**config.mk**
```make
export PLATFORM = sky130hd
export DESIGN_NAME = fpsqrt_upd_cell
export DESIGN_NICKNAME = d
export VERILOG_FILES = /design/src/rtl/fpsqrt_pkg.sv /design/src/rtl/fpsqrt_upd_cell.sv
export SDC_FILE = /design/constraint.sdc
export NUM_CORES = 1
export LEC_CHECK = 0
export ABC_AREA = 0
export BUFFER_PORTS_ARGS = -buffer_cell sky130_fd_sc_hd__clkbuf_2
export CAP_MARGIN = 20
export CORE_AREA = 3 3 102 104
export DETAILED_ROUTE_END_ITERATION = 6
export DIE_AREA = 0 0 105 107
export GPL_TIMING_DRIVEN = 0
export PLACE_DENSITY = 0.83
export SKIP_CTS_REPAIR_TIMING = 1
export SYNTH_ARGS = -nofsm -noshare
export SYNTH_HDL_FRONTEND = slang
export SYNTH_SLANG_ARGS = --single-unit
```
**constraint.sdc**
```tcl
create_clock -name i_clk -period 2.83 [get_ports i_clk]
set_input_delay 0.566 -clock i_clk [delete_from_list [all_inputs] [get_ports i_clk]]
set_output_delay 0.566 -clock i_clk [all_outputs]
set_load 0.03 [all_outputs]
```
**src/rtl/fpsqrt_pkg.sv**
```systemverilog
// shared types, constants and seed function for the square root block
// no dependencies
package fpsqrt_pkg;

    localparam int DATA_W    = 32;
    localparam int FRAC_BITS = 29;
    localparam int NUM_BITS  = DATA_W + FRAC_BITS;
    localparam int STEPS     = 7;
    // cells per newton step: one per quotient bit plus the update cell
    localparam int STEP_LEN  = NUM_BITS + 1;
    localparam int CHAIN_LEN = STEPS * STEP_LEN;

    // data carried from cell to cell
    typedef struct packed {
        logic              valid;
        logic [DATA_W-1:0] rad;
        logic [DATA_W-1:0] est;
        logic [DATA_W-1:0] rem;
        logic [DATA_W-1:0] quo;
    } t_cell;

    // initial estimate built from the radicand bits
    function automatic logic [DATA_W-1:0] seed_of(input logic [DATA_W-1:0] r);
        logic [DATA_W-1:0] e;
        begin
            e = r | (DATA_W'(1) << 15);
            e = e | ({24'd0, r[7:0]} << 11);
            e = e | ({16'd0, r[15:0]} << 7);
            e = e | ({8'd0, r[23:0]} << 3);
            e = e | ({4'd0, r[27:0]} << 1);
            return e;
        end
    endfunction

endpackage

```
**src/rtl/fpsqrt_upd_cell.sv**
```systemverilog
// newton update cell: estimate plus quotient, halved
// depends on fpsqrt_pkg
module fpsqrt_upd_cell
    import fpsqrt_pkg::*;
(
    input  logic  i_clk,
    input  logic  i_rst_n,
    input  logic  i_adv,
    input  t_cell i_d,
    output t_cell o_q
);

    logic [DATA_W-1:0] w_sum;
    t_cell             n_q;
    t_cell             r_q;

    // wrapping sum, halve, clear division state for the next step
    always_comb begin
        w_sum     = i_d.est + i_d.quo;
        n_q       = i_d;
        n_q.est   = {1'b0, w_sum[DATA_W-1:1]};
        n_q.rem   = '0;
        n_q.quo   = '0;
    end

    // cell register
    always_ff @(posedge i_clk) begin
        if (!i_rst_n) begin
            r_q.valid <= 1'b0;
        end else if (i_adv) begin
            r_q.valid <= n_q.valid;
        end
        if (i_adv) begin
            r_q.rad <= n_q.rad;
            r_q.est <= n_q.est;
            r_q.rem <= n_q.rem;
            r_q.quo <= n_q.quo;
        end
    end

    assign o_q = r_q;

endmodule

```
==> run summary <==
Via density: 4.57
DR top layer: met4
Total GRT Usage: 16.9%
H-tree Lvls: 3
largest area contributor in the netlist: edfxtp_1
WHS: 0.417 ns
post-synthesis compound-gate area fraction: 16.3%
drt first pass iters: 5
drt total wl: 9880 µm
commonest non-fill, non-tap cell in the layout: clkbuf_2
placed instance area: 0.00539 mm²
CP Data Required Time: 2.90 ns
Post-Synth Simple-Gate Area: 8.03%
R2R cell count: 2
CP max stage delay: 0.41 ns
largest family of logic cells by synthesized area: compound AO/OA/AOI/OAI gates
clk root buf: clkbuf_8
Syn. warnings: 0
LEAKAGE: 2.72 nW
Synth Register Bits: 64
XOR/XNOR Fraction of Synth Area: 6.13%
clock slew at reported path FFs: 0.06 ns
Layout Skew: 0 ns
PnR worst setup slack: 0.126 ns
Hold Crit Class: in -> reg
initial antenna violation count: 0
first-iteration detailed-routing DRC count: 261
total grt overflow: 0
global-route wire length before repair: 15200 µm
Crit path buffers/inverters: 1
TritonCTS clock tree: done
Worst R2R End: o_q[128]
post-route cell area: 0.00554 mm²
vias in the first global route: 3304
Crit Reg-Reg Startpoint: o_q[128]
Netlist Area Pre-Place: 0.00414 mm²
Seq pwr share: 42.4%
WHS Path Cells: 1
Hold Startpoint: i_d[120]
commonest non-fill, non-tap cells in the layout: clkbuf_2, buf_4, conb_1, edfxtp_1, a21oi_1
CP Capture Type: flop
share of cells above drive strength 1: 42.5%
post-route ant nets: 0
nets@finish: 773
number of diodes: 0
Logic pwr share: 37.0%
post-synthesis mux area share: 0.483%
Met2 Wirelength: 4910 µm
TNS Setup: 0 ns
final hold vios: 0
peak supply drop: 0.294 mV
CTS max path bufs: 2
Die W: 105 µm
Initial Util: 43.0%
max reg flops: 64
slew of the pin with the lowest slew margin: 0.731 ns
clock sinks: 64
Post-Place Cells: 732
Syn Area/Cell: 11.2 µm²
Clk network pwr share: 20.6%
max_cap viols: 0
setup slack, reg-to-reg: 2.23 ns
Worst Setup Path Type: in -> reg
Finished Layout Cells: 747
crit path DAT: 2.77 ns
Top delay family on crit path: compound AO/OA/AOI/OAI gates
Worst Hold End: o_q[120]
PortBufs: 163
Fmax achieved: 370 MHz
total I/O pin count: 261
# setup viols final: 0
ys flop type: edfxtp_1
Worst Path Max Fanout: 4
sw frac: 35.2%
Synth Area in Adders: 9.54%
drt drc: 0
DR vias: 3413
Row Count: 36
Worst-Skew Late Latency: 0.32 ns
power density cells: 519 mW/mm²
RSZ-0062 raised after global routing: no
synth top area cells: edfxtp_1, buf_4, ha_1
Rel. slew slack: 51.3%
pin count of the biggest net entering global routing: 37
Layout area overhead: 33.7%
fin. max-slew vios: 0
DIE HEIGHT: 107 µm
critical path, cell by cell: clkbuf_2 -> and2_1 -> fa_1 -> a21oi_1 -> o211ai_2 -> a31oi_4 -> o21ai_2 -> a31oi_2 -> o21ai_1 -> xor2_1
Setup crit start kind: input port
die area: 0.0112 mm²
WL met3: 874 µm
core area: 0.00964 mm²
Metal-1 WL: 3860 µm
WL/cell: 13.2 µm
Power Internal: 1.86 mW
Sw Pwr: 1.01 mW
asr flop ratio synth: 0%
Synth top area share: 45.7%
Post-DP HPWL: 8420 µm
Post-Syn Instances: 371
number of flops mapped to enable cells by yosys: 63
register area share after synthesis: 46.1%
GPL Wtd Cong: 0.866
post-synth cell types: 50
status: finished, final reports clean
Place WS: -0.223 ns
TritonCTS Buffers: 9
period utilisation layout: 95.5%
CP max-delay cell: fa_1
minimum clock period: 2.70 ns
-- stage by stage --
step                total power, mW  utilization [%]
global placement               2.27             55.7
floorplan                      2.00                -
detailed placement             2.29             55.9
global route                   3.02             57.5
CTS                            2.89             57.4
finish                         2.87             57.5
-- worst reg2reg max path, cell delays in order (launching register included) --
cell and delay, ns:
dfxtp_1 0.31, mux2i_1 0.12, nor2b_1 0.06
-- area by class of cell --
| type | instances | area [µm²] |
|---|---|---|
| well taps | 133 | 166 |
| fillers | 809 | 4100 |
| clock buffers | 14 | 143 |
| repair buffers | 164 | 836 |
| clock inverters | 1 | 5.00 |
| plain buffers | 73 | 529 |
| inverters | 6 | 22.5 |
| flip-flops and latches | 64 | 1910 |
| multi-input cells | 292 | 1930 |
-- kinds of logic (layout without fill, tap and decap cells) --
| family | Yosys count | after routing |
|---|---|---|
| adder cells (fa/ha/maj) | 31 | 31 |
| buffers and inverters | 79 | 258 |
| multiplexers | 2 | 2 |
| flip-flops | 64 | 64 |
| other | 1 | 65 |
| AND/OR/NAND/NOR | 69 | 69 |
| AO/OA/AOI/OAI | 96 | 96 |
| XOR/XNOR | 29 | 29 |
-- per-layer routing --
layer | vias up | global-route usage, %
met3 | 15 | 2.77
li1 | 1714 | -
met1 | 1481 | 19.8
met2 | 203 | 30.1
met5 | - | 0
met4 | 0 | 7.87
-- synthesized netlist by cell type (all sizes together) (2+ instances only) --
| master | n |
|---|---|
| nand4 | 8 |
| nand2 | 23 |
| ha | 30 |
| a21o | 15 |
| nand2b | 4 |
| clkbuf | 3 |
| nor3 | 4 |
| and2 | 3 |
| xnor2 | 17 |
| edfxtp | 63 |
| inv | 6 |
| mux2i | 2 |
| nor2b | 3 |
| o31ai | 2 |
| o21ai | 22 |
| nand3 | 7 |
| buf | 70 |
| a221oi | 2 |
| xor2 | 12 |
| a31oi | 5 |
| nor2 | 15 |
| a211oi | 4 |
| a21oi | 35 |
-- how the worst max path moves through the flow --
stage / from / end / slack, ns / depth (start not counted)
2_1_floorplan: i_d[0] / o_q[89] / 0.26 / 9
3_3_place_gp: i_d[0] / o_q[83] / -0.11 / 10
3_5_place_dp: i_d[0] / o_q[83] / -0.22 / 10
4_1_cts: i_d[0] / o_q[83] / 0.08 / 10
5_1_grt: i_d[0] / o_q[83] / 0.003 / 10
6_report: i_d[0] / o_q[81] / 0.13 / 10
-- power by group through the flow --
stage | clock (mW) | sequential, mW | combinational (mW)
floorplan | 0 | 1.47 | 0.528
global placement | 0 | 1.24 | 1.03
detailed placement | 0 | 1.24 | 1.05
CTS | 0.613 | 1.22 | 1.06
global route | 0.651 | 1.23 | 1.14
finish | 0.591 | 1.22 | 1.06
(Power assumes the default switching activity.)
