$ cat src/rtl/fpsqrt_pkg.sv
// shared types, constants and seed function for the square root block
// no dependencies
package fpsqrt_pkg;

    localparam int DATA_W    = 32;
    localparam int FRAC_BITS = 29;
    localparam int NUM_BITS  = DATA_W + FRAC_BITS;
    localparam int STEPS     = 7;
    // cells per newton step: one per quotient bit plus the update cell
    localparam int STEP_LEN  = NUM_BITS + 1;
    localparam int CHAIN_LEN = STEPS * STEP_LEN;

    // data carried from cell to cell
    typedef struct packed {
        logic              valid;
        logic [DATA_W-1:0] rad;
        logic [DATA_W-1:0] est;
        logic [DATA_W-1:0] rem;
        logic [DATA_W-1:0] quo;
    } t_cell;

    // initial estimate built from the radicand bits
    function automatic logic [DATA_W-1:0] seed_of(input logic [DATA_W-1:0] r);
        logic [DATA_W-1:0] e;
        begin
            e = r | (DATA_W'(1) << 15);
            e = e | ({24'd0, r[7:0]} << 11);
            e = e | ({16'd0, r[15:0]} << 7);
            e = e | ({8'd0, r[23:0]} << 3);
            e = e | ({4'd0, r[27:0]} << 1);
            return e;
        end
    endfunction

endpackage

$ cat src/rtl/fpsqrt_div_cell.sv
// one restoring division cell: produces one quotient bit per item
// depends on fpsqrt_pkg
module fpsqrt_div_cell
    import fpsqrt_pkg::*;
#(
    parameter int BIT_POS = 0
) (
    input  logic  i_clk,
    input  logic  i_rst_n,
    input  logic  i_adv,
    input  t_cell i_d,
    output t_cell o_q
);

    logic        w_din;
    logic [32:0] w_sh;
    logic [32:0] w_diff;
    logic        w_ge;
    t_cell       n_q;
    t_cell       r_q;

    // dividend bit: radicand shifted up by the fraction width
    generate
        if (BIT_POS >= FRAC_BITS) begin : g_rad_bit
            assign w_din = i_d.rad[BIT_POS-FRAC_BITS];
        end else begin : g_zero_bit
            assign w_din = 1'b0;
        end
    endgenerate

    // shift, compare and conditionally subtract
    always_comb begin
        w_sh      = {i_d.rem, w_din};
        w_diff    = w_sh - {1'b0, i_d.est};
        w_ge      = (w_sh >= {1'b0, i_d.est});
        n_q       = i_d;
        n_q.rem   = w_ge ? w_diff[31:0] : w_sh[31:0];
        n_q.quo   = {i_d.quo[30:0], w_ge};
    end

    // cell register
    always_ff @(posedge i_clk) begin
        if (!i_rst_n) begin
            r_q.valid <= 1'b0;
        end else if (i_adv) begin
            r_q.valid <= n_q.valid;
        end
        if (i_adv) begin
            r_q.rad <= n_q.rad;
            r_q.est <= n_q.est;
            r_q.rem <= n_q.rem;
            r_q.quo <= n_q.quo;
        end
    end

    assign o_q = r_q;

endmodule

$ cat config.mk
export PLATFORM = sky130hd
export DESIGN_NAME = fpsqrt_div_cell
export DESIGN_NICKNAME = d
export VERILOG_FILES = /design/src/rtl/fpsqrt_pkg.sv /design/src/rtl/fpsqrt_div_cell.sv
export SDC_FILE = /design/constraint.sdc
export NUM_CORES = 1
export LEC_CHECK = 0
export ABC_AREA = 1
export BUFFER_PORTS_ARGS = -buffer_cell sky130_fd_sc_hd__buf_2
export CORE_ASPECT_RATIO = 0.9
export CORE_MARGIN = 8
export CORE_UTILIZATION = 42
export CTS_CLUSTER_DIAMETER = 150
export DETAILED_ROUTE_END_ITERATION = 10
export HOLD_SLACK_MARGIN = 0.02
export PLACE_DENSITY = 0.7
export SETUP_SLACK_MARGIN = 0.15
export SLEW_MARGIN = 10
export SYNTH_ARGS = -nofsm -noshare
export SYNTH_HDL_FRONTEND = slang
export SYNTH_SLANG_ARGS = --single-unit
$ cat constraint.sdc
create_clock -name i_clk -period 3.8 [get_ports i_clk]
set_input_delay 0.19 -clock i_clk [delete_from_list [all_inputs] [get_ports i_clk]]
set_output_delay 0.19 -clock i_clk [all_outputs]
set_load 0.005 [all_outputs]
==> metrics, run 1 <==
outcome=finished, final reports clean; Syn-to-layout area delta=44.3%; Rows=45; worst hold stages=3; I/O Pins=261; syn avg cell area=9.01 µm²; P_leak=0.00516 µW; Final setup viols=0; Seq/Total Area, Yosys=55.0%; global-route wire length before repair=36300 µm; Tightest Hold Check Type=input port to flop; count leader, synth=nand2_1; r2r worst-path depth=3; Async SR Flop Fraction=0%; drt total wl=22900 µm; period utilization=67.0%; share of the synthesized area in the top cell type=54.8%; DR pass1 iterations=5; overall routing resource usage=22.0%; Clock Tree Root=clkbuf_16; ANT nets after route=0; multi-input logic area=2510 µm²; final slew viol count=0; synthesized instance count=779; Synth Net Count=944; max_cap viols=0; total CTS buffers=17; Final Net Count=1312; core area=16600 µm²; final worst setup slack=1250 ps; Commonest cells post-synth=nand2_1 (276), inv_1 (150), edfxtp_1 (128), nand3_1 (55), nor2_1 (36); Initial Utilization=42.3%; Clock Tree Buf Depth=2; CTS tree=yes; routability congestion estimate=0.874; count of cell types in the netlist=28; setup_tns=0 ps; Post-DP Area=8530 µm²; PortBufs=259; dpl cells=1242; final non-filler cell total=1371; layout cells sized above 1=27.2%; power density cells=429 nW/µm²; Critical Path RT=3970 ps; Peak VDD IR=0.316 mV; top_reg_cell synth=edfxtp_1; crit path time final=2550 ps; Clock Sinks=129; Iteration-0 DRC Markers=377; mean number of vias per cell=4.66; Layout Utilization=61.0%; yosys warns=0; sequential cell area=3860 µm²; Largest register FFs=129; Area contributors post-synth=edfxtp_1 (55%), nand2_1 (15%), inv_1 (8.0%); Yosys top cell by area=edfxtp_1; CP Launch Type=input port; CP Capture Type=flop; Critical Path AT=2720 ps; # diodes=0; filler cell count in the final layout=1407; latest clock arrival within the worst-skew pair=420 ps; initial antenna violation count=0; WS Path Type=input port to flop; DP HPWL=16300 µm; DRC=0; unrepaired setup endpoints after global routing=false; Routed wire per std cell=16.7 µm; final hold vios=0; vias after detailed routing=6389; post-synthesis sequential element count=129; Final Cell Area=10100 µm²; Mapped Area=7020 µm²; Slew HR=41.9%; Worst Tran Pin Value=872 ps; global route overflow=0; htree depth=4; largest net degree at the start of global routing=98; dpl ws=1350 ps; Post-synth EDFFs=128; die width=152 µm; Max FO, Critical Path=33; Max Freq=393 MHz; clock skew=0 ps; die area=21100 µm²; Worst-path clk slew=60 ps; die height=139 µm; Post-CTS Resized=0; vias in the first global route=6563
-- worst max-delay path, cell delays in order --
cell and delay, ps:
dlygate4sd3_1 510, buf_2 110, inv_1 40, ha_1 360, nand2_2 140, inv_1 50, nand2_1 80, nand2_1 50
nand2_1 60, nand3_2 120, nand2_2 110, nand2_2 70, nand2_4 360, nand2_8 240, nand3_2 140, nand2_1 50
-- metrics by stage --
stage	power [µW]	hold WS [ps]
detailed placement	2550	368
finish	4340	88.6
floorplan	2200	283
global placement	2540	367
global route	4550	82.0
CTS	4360	74.6
-- what timing repair did --
item	in CTS	in global routing
hold buffers	97	0
hold endpoints to repair	96	0
setup buffers	0	0
-- cell type report --
cell class | count | share of cell area, %
clock inverter | 13 | 1.72
timing repair buffer | 359 | 22.7
inverter | 150 | 5.56
sequential | 129 | 38.2
multi-input combinational | 490 | 24.8
clock buffer | 19 | 4.47
tap | 211 | 2.61
-- routing by layer --
layer,global-route usage (%),vias up,routed length (µm)
met1,26.3,2905,9900
met4,6.41,0,438
li1,-,3224,-
met3,5.45,32,1380
met5,0,-,0
met2,38.4,228,11100
-- power breakdown --
group	total, µW	switching (µW)	internal (µW)	leakage [µW]
Clock	1730	655	1080	0.000302
Sequential	1770	36.0	1730	0.00126
Combinational	843	481	362	0.00360
Total	4340	1170	3170	0.00516
-- kinds of logic (layout without fill, tap and decap cells) --
kind of cell	Yosys count	count (layout)	synth area share, %
flip-flops	129	129	55.0
adder cells (fa/ha/maj)	33	33	5.99
buffers and inverters	160	541	9.16
AND/OR/NAND/NOR	416	416	26.1
XOR/XNOR	14	14	1.75
AO/OA/AOI/OAI	27	27	2.00
-- path summary, 6_finish.rpt --
kind	slack (ps)	endpoint	from
max	1250	o_q[52]	i_d[67]
min	90	o_q[57]	i_d[56]
max reg2reg	2550	o_q[128]	o_q[128]
min reg2reg	1130	o_q[128]	o_q[128]
-- cell usage in the layout (no fill, tap or decap), drive strengths merged --
cell type,count
xnor2,1
nand3b,10
dlygate4sd3,97
nand3,66
nand4,3
nor3,9
inv,154
a21o,2
clkbuf,19
edfxtp,128
xor2,13
nor2,39
o21ai,2
and2,8
fa,1
ha,32
dfxtp,1
bufinv,3
clkinv,4
clkinvlp,2
nand2,281
buf,262
a21oi,23
(Power assumes the default switching activity.)
==> run 2: changes to the inputs <==
--- a/config.mk
+++ b/config.mk
@@ -5,7 +5,7 @@
 export SDC_FILE = /design/constraint.sdc
 export NUM_CORES = 1
 export LEC_CHECK = 0
-export ABC_AREA = 1
+export ABC_AREA = 0
 export BUFFER_PORTS_ARGS = -buffer_cell sky130_fd_sc_hd__buf_2
 export CORE_ASPECT_RATIO = 0.9
 export CORE_MARGIN = 8
@@ -13,7 +13,7 @@
 export CTS_CLUSTER_DIAMETER = 150
 export DETAILED_ROUTE_END_ITERATION = 10
 export HOLD_SLACK_MARGIN = 0.02
-export PLACE_DENSITY = 0.7
+export PLACE_DENSITY = 0.74
 export SETUP_SLACK_MARGIN = 0.15
 export SLEW_MARGIN = 10
 export SYNTH_ARGS = -nofsm -noshare
==> constraint.sdc (replaced) <==
create_clock -name i_clk -period 2.05 [get_ports i_clk]
set_input_delay 0.1025 -clock i_clk [delete_from_list [all_inputs] [get_ports i_clk]]
set_output_delay 0.1025 -clock i_clk [all_outputs]
set_load 0.005 [all_outputs]
==> run 2 against run 1 <==
Against the previous run:
- the run now ends with setup timing left
- synthesized area decreased by 11%
- first-iteration DRC count up 3.7%
- largest cell class is now buffers
- hold slack got worse by 57 ps
- sequential share of layout area is 4.5 points lower
- critical path depth up 3
- total power is 100% higher
- core utilization up 17 points
- global-route usage is 4.0 points higher
- synthesized cell count fell by 37%
- flip-flop and latch count is the same
- wire length increased by 9.2%
==> metrics, run 2 <==
Critical path origin=i_d[75]; largest net degree at the start of global routing=48 (-51%); top_reg_cell synth=edfxtp_1; Reg power frac=38.0% (-2.7 points); Iteration-0 DRC Markers=391 (+3.7%); period utilization=112%; layout cells sized above 1=54.2% (+27 points); post-synthesis sequential element count=129 (unchanged); Compound-Gate Fraction of Synth Area=14.8% (+13 points); ANT nets after route=0 (unchanged); Syn-to-layout area delta=82.6%; combinational family with the most area after synthesis=compound AO/OA/AOI/OAI gates; Max Freq=435 MHz; failing checks=setup timing; Mapped Area=6280 µm² (-11%); FF-to-FF Start=o_q[128]; PortBufs=259 (unchanged); Seq/Total Area, Yosys=61.5% (+6.5 points); syn avg cell area=12.9 µm² (+43%); drt total wl=25000 µm (+9.2%); Power Internal=6220 µW (+96%); final worst setup slack=-248 ps (-1500 ps); Critical Path AT=2470 ps (-250 ps); worst hold slack=31.2 ps (-57.3 ps); vias after detailed routing=6280 (-1.7%); latest clock arrival within the worst-skew pair=420 ps (about the same); I/O Pins=261 (unchanged); Initial Utilization=42.8% (+0.57 points); initial antenna violation count=3 (+3); CP Capture Type=flop; die width=145 µm (-4.8%); core area=14700 µm² (-12%); final slew viol count=0 (unchanged); dpl cells=1028 (-17%); total CTS buffers=17 (unchanged); Largest register FFs=129 (unchanged); mean number of vias per cell=5.12 (+9.9%); most common cell after layout, fill and taps aside=buf_2; Hold Crit Start=i_d[48]; Final setup viols=31 (+31); synthesized instance count=487 (-37%); global route overflow=0 (unchanged); power density cells=756 nW/µm² (+76%); Slew HR=64.4% (+23 points); Clock Sinks=129 (unchanged); Final Net Count=1178 (-10%); die area=19100 µm² (-9.4%); DR pass1 iterations=5 (unchanged); final hold vios=0 (unchanged); yosys warns=0 (unchanged); clock skew=0 ps (unchanged); Synth Net Count=652 (-31%); outcome=complete, but fails checks; adder-cell share of the synthesized area=6.69% (+0.71 points); final non-filler cell total=1226 (-11%); Worst-path clk slew=60 ps (about the same); unrepaired setup endpoints after global routing=true; Post-synth EDFFs=128 (unchanged); DP HPWL=15600 µm (-4.7%); Clk pwr share=34.2% (-5.7 points); XOR/XNOR share of the synthesized area=3.91% (+2.2 points); max_cap viols=0 (unchanged); Layout Utilization=78.2% (+17 points); routability congestion estimate=0.861 (-1.5%); Area contributors post-synth=edfxtp_1 (61%), ha_1 (6.4%), o21ai_2 (4.2%); simple-gate portion of the synthesized area=8.59% (-17 points); Tightest Hold Check Type=input port to flop; CTS tree=yes; Commonest cells post-synth=edfxtp_1 (128), nand2_1 (49), inv_1 (41), ha_1 (32), o21ai_2 (30); share of the synthesized area in the top cell type=61.2% (+6.4 points); Rows=42 (-6.7%); most frequent cells in the layout=buf_2 (247), edfxtp_1 (128), dlygate4sd3_1 (121); Yosys top cell by area=edfxtp_1; Worst Tran Pin Value=534 ps (-338 ps); crit path time final=2300 ps; Logic pwr share=27.8% (+8.4 points); WS Path Type=input port to flop; Switching Power=2450 µW (+110%); global-route wire length before repair=38000 µm (+4.8%); count of cell types in the netlist=51 (+82%); filler cell count in the final layout=855 (-39%); Routed wire per std cell=20.4 µm (+22%); CP Launch Type=input port; die height=132 µm (-4.8%); mux contribution to synthesized area=0.319% (+0.32 points); Clock Tree Buf Depth=2 (unchanged); Critical Path RT=2220 ps (-1750 ps); overall routing resource usage=26.0% (+4.0 points); P_leak=0.00517 µW (+0.19%); count leader, synth=edfxtp_1; switch share=28.3% (+1.3 points); Async SR Flop Fraction=0% (unchanged); DRC=0 (unchanged); Clock Tree Root=clkbuf_16; vias in the first global route=6816 (+3.9%); Peak VDD IR=0.632 mV (+100%); Max FO, Critical Path=3 (-91%); htree depth=4 (unchanged)
run 2: cell count changes in the layout (fill, tap and decap cells not counted), sizes merged, moves of 5 or more:
cell and delta:
and2 -5, a21o +14, dlygate4sd3 +24, inv -105, nand2 -232, nor2 -21
o21ai +41, buf +138, nand4 +6, nand3b -6, nor3 -5, nand3 -56
o21bai +5, xnor2 +11
run 2: layout make-up:
cell class	count	area (µm²)	area share, %
Tap cell	198	248	2.16
Inverter	41	174	1.52
Timing Repair Buffer	521	3930	34.2
Sequential cell	129	3860	33.7
Clock buffer	17	425	3.71
Clock inverter	15	146	1.28
Antenna cell	2	5.00	0.0436
Multi-Input combinational cell	303	2680	23.4
run 2: path summary, 6_finish.rpt:
| check | to | slack (ps) | depth (start not counted) |
|---|---|---|---|
| min reg2reg | o_q[128] | 1110 | 3 |
| max reg2reg | o_q[128] | 880 | 3 |
| min | o_q[49] | 30 | 3 |
| max | o_q[49] | -250 | 19 |
run 2: power by group through the flow:
stage / registers (µW) / logic (µW) / clock network, µW
after detailed placement: 3340 / 1690 / 0
after floorplan: 3390 / 785 / 0
after global placement: 3340 / 1650 / 0
final: 3300 / 2410 / 2960
after global routing: 3320 / 2570 / 3110
after CTS: 3290 / 2320 / 2980
run 2: kinds of logic after synthesis:
group           count (synthesis)
flops                         129
compound gates                127
simple gates                  113
buf+inv                        55
fa+ha+maj                      33
xor+xnor                       28
mux                             2
run 2: what timing repair did:
| action | CTS | global route |
|---|---|---|
| hold buffers | 121 | 0 |
| pin swaps | 63 | 5 |
| cloned | 7 | 0 |
| setup endpoints to repair | 33 | 33 |
| endpoints found under the hold margin | 120 | 0 |
| resized for setup | 133 | 8 |
| buffers inserted | 33 | 3 |
run 2: critical path, stage by stage:
cell and delay [ps]:
buf_8 80, inv_4 30, ha_4 280, buf_6 100, nand4_1 140, buf_4 170, buf_4 130, buf_4 120
buf_4 120, buf_4 120, buf_6 100, buf_6 100, buf_6 100, buf_6 100, nor2b_2 130, nor2_2 60
o21bai_1 210, xnor2_1 180, o21ai_2 70
run 2: layer usage:
metal / track usage [%] / wire length [µm]
met1: 27.1 / 9040
met2: 47.3 / 13200
met3: 7.49 / 1840
met4: 10.7 / 901
met5: 0 / 13
run 2: stage by stage:
stage | total power (µW) | area, µm² | worst slack [ps] | setup TNS [ps]
4_1_cts | 8580 | 11400 | -97.0 | -1280
3_3_place_gp | 4990 | 8660 | -640 | -16880
6_report | 8670 | 11500 | -248 | -4770
2_1_floorplan | 4170 | 6440 | -174 | -5460
3_5_place_dp | 5030 | 8660 | -651 | -16990
5_1_grt | 9000 | 11500 | -321 | -6650
